File: src/sv/wdt_pkg.sv
// Shared types and constants for the word deduplication table.
// Used by the controller, the datapath and the top level; no dependencies.
`default_nettype none

package wdt_pkg;

    localparam logic [7:0] SPACE_CODE = 8'd32;

    // Controller to datapath
    typedef struct packed {
        logic append;   // buffer the accepted byte
        logic start;    // word finished, arm the table search
        logic search;   // one table row read and compared per cycle
        logic commit;   // insert if unseen and the table is not full, load the result, clear the token
    } wdt_cmd_t;

    // Datapath to controller
    typedef struct packed {
        logic is_break;    // presented item finishes a word
        logic count_zero;  // table empty
        logic hit;         // compared row matches the token
        logic last;        // compared row is the last stored one
        logic out_free;    // result register can take a new result
    } wdt_sts_t;

endpackage

`default_nettype wire

File: src/sv/wdt_ctrl.sv
// Controller state machine for the word deduplication table.
// Depends on wdt_pkg (command and status types).
`default_nettype none

module wdt_ctrl
    import wdt_pkg::*;
(
    input  wire logic     clk,
    input  wire logic     rst_n,
    input  wire logic     in_valid,
    output logic          in_ready,
    input  wire wdt_sts_t sts,
    output wdt_cmd_t      cmd
);

    localparam logic [1:0] ST_IDLE   = 2'd0;
    localparam logic [1:0] ST_SEARCH = 2'd1;
    localparam logic [1:0] ST_COMMIT = 2'd2;

    logic [1:0] state_reg;
    logic [1:0] state_next;
    logic       accept;

    assign in_ready = (state_reg == ST_IDLE);
    assign accept   = in_valid && in_ready;

    always_comb
    begin
        state_next = state_reg;
        cmd        = '0;
        unique case (state_reg)
            ST_IDLE:
            begin
                if (accept)
                begin
                    if (sts.is_break)
                    begin
                        cmd.start  = 1'b1;
                        state_next = sts.count_zero ? ST_COMMIT : ST_SEARCH;
                    end
                    else
                    begin
                        cmd.append = 1'b1;
                    end
                end
            end
            ST_SEARCH:
            begin
                cmd.search = 1'b1;
                if (sts.hit || sts.last)
                begin
                    state_next = ST_COMMIT;
                end
            end
            ST_COMMIT:
            begin
                if (sts.out_free)
                begin
                    cmd.commit = 1'b1;
                    state_next = ST_IDLE;
                end
            end
            default:
            begin
                state_next = ST_IDLE;
            end
        endcase
    end

    always_ff @(posedge clk or negedge rst_n)
    begin
        if (!rst_n)
        begin
            state_reg <= ST_IDLE;
        end
        else
        begin
            state_reg <= state_next;
        end
    end

endmodule

`default_nettype wire

File: config.mk
export PLATFORM = sky130hd
export DESIGN_NAME = wdt_ctrl
export DESIGN_NICKNAME = d
export VERILOG_FILES = /design/src/sv/wdt_pkg.sv /design/src/sv/wdt_ctrl.sv
export SDC_FILE = /design/constraint.sdc
export NUM_CORES = 1
export LEC_CHECK = 0
export BUFFER_PORTS_ARGS = -buffer_cell sky130_fd_sc_hd__buf_2
export CAP_MARGIN = 20
export CORE_AREA = 2 2 39 41
export DETAILED_ROUTE_END_ITERATION = 10
export DIE_AREA = 0 0 41 43
export HOLD_SLACK_MARGIN = 0.1
export PLACE_DENSITY = 0.37
export SLEW_MARGIN = 20
export SYNTH_ARGS = -nofsm -noshare
export SYNTH_HDL_FRONTEND = slang
export SYNTH_SLANG_ARGS = --single-unit
File: constraint.sdc
create_clock -name clk -period 1.4 [get_ports clk]
set_input_delay 0.07 -clock clk [delete_from_list [all_inputs] [get_ports clk]]
set_output_delay 0.07 -clock clk [all_outputs]
set_load 0.05 [all_outputs]
==> impl_metrics.csv, run 1 <==
group,metric,value,unit
run_status,status,"finished, final reports clean",
timing,worst_pin_slew,0.252,ns
yosys,ys_seq_area_share,36.7,%
worst_setup_path,cp-end-kind,"output pin",
yosys,synthTopCellsByCount,"nor2_1 (3), dfrtp_1 (2)",
floorplanning,coreArea,1380,sq um
timing,hold_viol_final,0,
timing,rsz0062_at_grt,"no",
final_layout,design_area,277,sq um
cts,path_clk_slew,0.03,ns
route,viasPerCell,3.47,
timing,skew,0.00261,ns
yosys,syn_inst,14,
cts,clockBufferDepth,2,
cts,numCtsBuffers,3,
yosys,avgSynthCellArea,9.74,sq um
yosys,async_flop_share,100,%
worst_setup_path,crit_type,"flop to output pin",
yosys,ys_ff_latch,2,
final_layout,register_area,50.0,sq um
worst_setup_path,crit_fanout,6,
cts,tritoncts,"done",
floorplanning,pin_count,13,
worst_setup_path,cpMaxStageDelayCell,"dfrtp_1",
route,vias,163,
pwr,p_per_area,1210,nW/um^2
timing,post-route-period-util,94.4,%
floorplanning,chipWidth,41,microns
final_layout,drive_gt1_share,64.5,%
floorplanning,die-area,1760,sq um
place,dp_slack,0.247,ns
hold_path,min_path_type,"input pin to async pin",
place,place_area,231,sq um
timing,maxSlewViolCount,0,
timing,relSlewSlack,83.3,%
flow_run,drv_cap,0,
final_layout,multiInputGateArea,97.6,sq um
yosys,ys_top_cells_by_area,"dfrtp_1 (37%), and4bb_4 (12%), nor2_1 (8.3%)",
cts,cts-root-buf,"clkbuf_4",
yosys,synth_top_flop_cell,"dfrtp_1",
route,wl_per_cell,9.06,microns
yosys,synth_edf_count,0,
route,dr.pass1.iters,2,
global_routing,grt_max_degree,7,
timing,tns,0,ns
route,remaining_drc_errors,0,
yosys,synth_top_cell_area_share,36.7,%
worst_setup_path,worst_ep_required_time,1.33,ns
global_routing,track_usage,6.43,%
global_routing,antenna_found_initial,0,
cts,post_cts.repair.setup_buffers,0,
global_routing,grt_pass1_wl,655,microns
route,drt_iter0_markers,1,
place,place_congestion,0.489,
pwr,irDropWorstVdd,0.285,mV
yosys,synth_area,136,sq um
route,routed_wl,426,microns
floorplanning,rows,14,
timing,fin_ws,0.0789,ns
yosys,yosysTopAreaCell,"dfrtp_1",
worst_setup_path,worstPathCellList,"and4bb_4, clkbuf_4",
final_layout,fillers,157,
route,drt.antenna.violating_nets,0,
yosys,synth_cell_type_count,11,
yosys,yosys.cell_count.top_type,"nor2_1",
global_routing,grt_pass1_vias,172,
worst_setup_path,cp_slowest_stage_delay,0.43,ns
timing,min_period,1.32,ns
cts,ctsHtreeMaxLevel,1,
timing,fmax,0.757,GHz
cts,cts_sinks,2,
final_layout,largest_reg_flops,2,
final_layout,diodes,0,
worst_setup_path,start_kind,"flop",
global_routing,grt.overflow.total,0,
floorplanning,start_util,9.86,%
yosys,syn_nets,22,
final_layout,syn_to_final_growth,103,%
pwr,p_leak,0.142,nW
floorplanning,die_h,43,microns
place,portBuffers,12,
worst_setup_path,crit_arrival,1.25,ns
final_layout,nets,41,
cts,clk_latency,0.22,ns
timing,setup_viol,0,
yosys,yosys_warnings,0,
## routing by layer
layer  global-route usage, %  part of all wire [%]  routed length [microns]  vias up
met5                       0                     0                        0        -
met4                    6.00                     0                        0        0
met3                    7.33                    20                       87        0
met2                    5.94                    33                      142       13
met1                    7.10                    46                      196       64
li1                        -                     -                        -       86
## cells in the final DEF (no fill, tap or decap)
cell           instances
a221o_1                1
dlygate4sd3_1          2
clkbuf_4               4
and2b_2                1
dfrtp_1                2
and4bb_4               1
buf_2                 11
inv_1                  1
nor2_1                 3
a22o_2                 1
nor3b_1                1
or2_2                  1
nand2_1                1
nor4b_4                1
## area by class of cell
| cell class | instances | share of cell area, % |
|---|---|---|
| Tap cell | 16 | 7.24 |
| Multi-Input combinational cell | 11 | 35.3 |
| Clock buffer | 3 | 8.14 |
| Sequential cell | 2 | 18.1 |
| Inverter | 1 | 1.36 |
| Timing Repair Buffer | 14 | 29.9 |
## final timing paths
path / from / end / slack, ns / cells past startpoint
max: state_reg[1] / cmd[2] / 0.08 / 2
min: rst_n / state_reg[0] / 0.17 / 2
max reg2reg: state_reg[1] / state_reg[1] / 0.25 / 2
min reg2reg: state_reg[0] / state_reg[0] / 0.81 / 2
max in group asynchronous: rst_n / state_reg[1] / 1.13 / 2
min in group clk: sts[2] / state_reg[1] / 0.17 / 3
## repair_timing
action	in CTS	in global routing
hold endpoints to repair	3	0
hold buffers	2	0
endpoints found under the setup margin	0	1
resized for setup	0	1
## worst max-delay path, delay by kind of cell, from the launching register on
family / cells / cell delay [ns]
DFF: 1 / 0.43
and+or+nand+nor: 1 / 0.37
buffers and inverters: 1 / 0.23
## logic make-up (layout without fill, tap and decap cells)
family                 after synthesis  count (layout)  synth area share, %
AO/OA/AOI/OAI                        2               2                 14.7
buffers and inverters                1              18                 2.75
flip-flops                           2               2                 36.7
AND/OR/NAND/NOR                      9               9                 45.9
## report_power, final
group,switching [W],internal [W],total [W]
logic,0.0000819,0.0000476,0.000130
registers,0.0000124,0.0000653,0.0000778
clock network,0.0000334,0.0000947,0.000128
total,0.000128,0.000208,0.000335
## stage by stage
step / std cells / power (W) / utilization [%] / hold slack (ns)
floorplan: 14 / 0.000170 / - / -0.226
global placement: 42 / 0.000201 / 16.7 / -0.142
detailed placement: 42 / 0.000203 / 16.7 / -0.138
CTS: 47 / 0.000344 / 19.8 / 0.163
global route: 47 / 0.000362 / 20.0 / 0.172
finish: 47 / 0.000335 / 20.0 / 0.169
(Power assumes the default switching activity.)
==> run 2: changes to the inputs <==
- CTS_BUF_LIST: not set -> sky130_fd_sc_hd__clkbuf_8
==> impl_metrics.csv, run 2 (same netlist as run 1, synthesis figures left out) <==
group,metric,value,unit
run_status,status,"finished, final reports clean",
final_layout,nets,40,
route,remaining_drc_errors,0,
final_layout,fillers,155,
place,place_congestion,0.489,
timing,min_period,1.34,ns
final_layout,register_area,50.0,sq um
cts,path_clk_slew,0.03,ns
final_layout,multiInputGateArea,97.6,sq um
final_layout,largest_reg_flops,2,
timing,tns,0,ns
cts,post_cts.repair.setup_buffers,0,
hold_path,min_path_type,"input pin to flop",
final_layout,instances_no_fill,46,
final_layout,final_common_cell,"buf_2",
timing,skew,0.00316,ns
global_routing,track_usage,6.33,%
worst_setup_path,start_kind,"flop",
cts,clk_latency,0.21,ns
cts,cts_sinks,2,
final_layout,post-route-util,20.4,%
floorplanning,start_util,9.86,%
worst_setup_path,worst_ep_required_time,1.33,ns
final_layout,diodes,0,
cts,cts_resized,0,
pwr,p_per_area,1510,nW/um^2
cts,ctsHtreeMaxLevel,1,
route,vias,158,
timing,relSlewSlack,82.9,%
cts,cts-root-buf,"clkbuf_8",
hold_path,worstHoldPathCells,2,
route,routed_wl,424,microns
timing,setup_viol,0,
global_routing,grt_pass1_wl,641,microns
floorplanning,coreArea,1380,sq um
route,drt_iter0_markers,1,
pwr,p_leak,0.146,nW
worst_setup_path,rr_worst_depth,2,
route,drt.antenna.violating_nets,0,
final_layout,final_cell_mix,"buf_2 (12), nor2_1 (3), clkbuf_8 (3)",
route,wl_per_cell,9.22,microns
worst_setup_path,crit_arrival,1.27,ns
floorplanning,chipWidth,41,microns
floorplanning,rows,14,
worst_setup_path,crit_type,"flop to output pin",
floorplanning,die_h,43,microns
floorplanning,pin_count,13,
pwr,irDropWorstVdd,0.335,mV
worst_setup_path,crit_fanout,6,
global_routing,grt_pass1_vias,172,
place,portBuffers,12,
timing,maxSlewViolCount,0,
final_layout,syn_to_final_growth,107,%
floorplanning,die-area,1760,sq um
worst_setup_path,cp-end-kind,"output pin",
route,dr.pass1.iters,2,
route,viasPerCell,3.43,
timing,worst_pin_slew,0.258,ns
final_layout,drive_gt1_share,66.7,%
cts,numCtsBuffers,3,
cts,clockBufferDepth,2,
timing,post-route-period-util,95.6,%
timing,whs,0.117,ns
timing,fmax,0.747,GHz
timing,hold_viol_final,0,
timing,rsz0062_at_grt,"no",
place,dp.cells,42,
cts,tritoncts,"done",
global_routing,antenna_found_initial,0,
global_routing,grt_max_degree,7,
global_routing,grt.overflow.total,0,
flow_run,drv_cap,0,
## run 2: cell count changes in the layout (fill, tap and decap cells not counted), sizes merged
cell	delta
buf	+1
clkbuf	-1
dlygate4sd3	-1
## run 2: area by class of cell
| class | instances | area share [%] |
|---|---|---|
| Multi-Input combinational cell | 11 | 34.5 |
| Timing Repair Buffer | 13 | 24.8 |
| Sequential cell | 2 | 17.7 |
| Clock buffer | 3 | 14.6 |
| Tap cell | 16 | 7.08 |
| Inverter | 1 | 1.33 |
## run 2: report_power, final
group	switching (W)	total, W	internal, W
logic	0.0000815	0.000126	0.0000446
clock network	0.0000427	0.000224	0.000182
registers	0.0000125	0.0000778	0.0000654
total	0.000137	0.000428	0.000292
## run 2: path summary, 6_finish.rpt
kind / start / to / slack [ns]
max: state_reg[1] / cmd[2] / 0.06
min: sts[3] / state_reg[1] / 0.12
max reg2reg: state_reg[1] / state_reg[1] / 0.25
min reg2reg: state_reg[0] / state_reg[0] / 0.81
max in group asynchronous: rst_n / state_reg[1] / 1.11
min in group asynchronous: rst_n / state_reg[0] / 0.18
## run 2: per-stage QoR
step / power [W] / cell area [sq um] / setup slack (ns)
after global routing: 0.000453 / 283 / 0.0193
after global placement: 0.000201 / 231 / 0.277
final: 0.000428 / 283 / 0.0619
after floorplan: 0.000170 / 151 / 0.180
after CTS: 0.000438 / 283 / 0.0494
after detailed placement: 0.000203 / 231 / 0.247
## run 2: what timing repair did
action / CTS / global route
hold endpoints to repair: 2 / 0
setup endpoints to repair: 0 / 0
hold buffers: 1 / 0
## run 2: layer usage
| metal | global-route usage (%) | part of all wire, % | wire length (microns) |
|---|---|---|---|
| met3 | 7.33 | 21 | 91 |
| met1 | 6.77 | 46 | 196 |
| met5 | 0 | 0 | 0 |
| met2 | 5.94 | 32 | 137 |
| met4 | 6.00 | 0 | 0 |
## run 2: critical path: stages, from the launching register on
cell and delay [ns]:
dfrtp_1 0.42, and4bb_4 0.37, buf_2 0.27
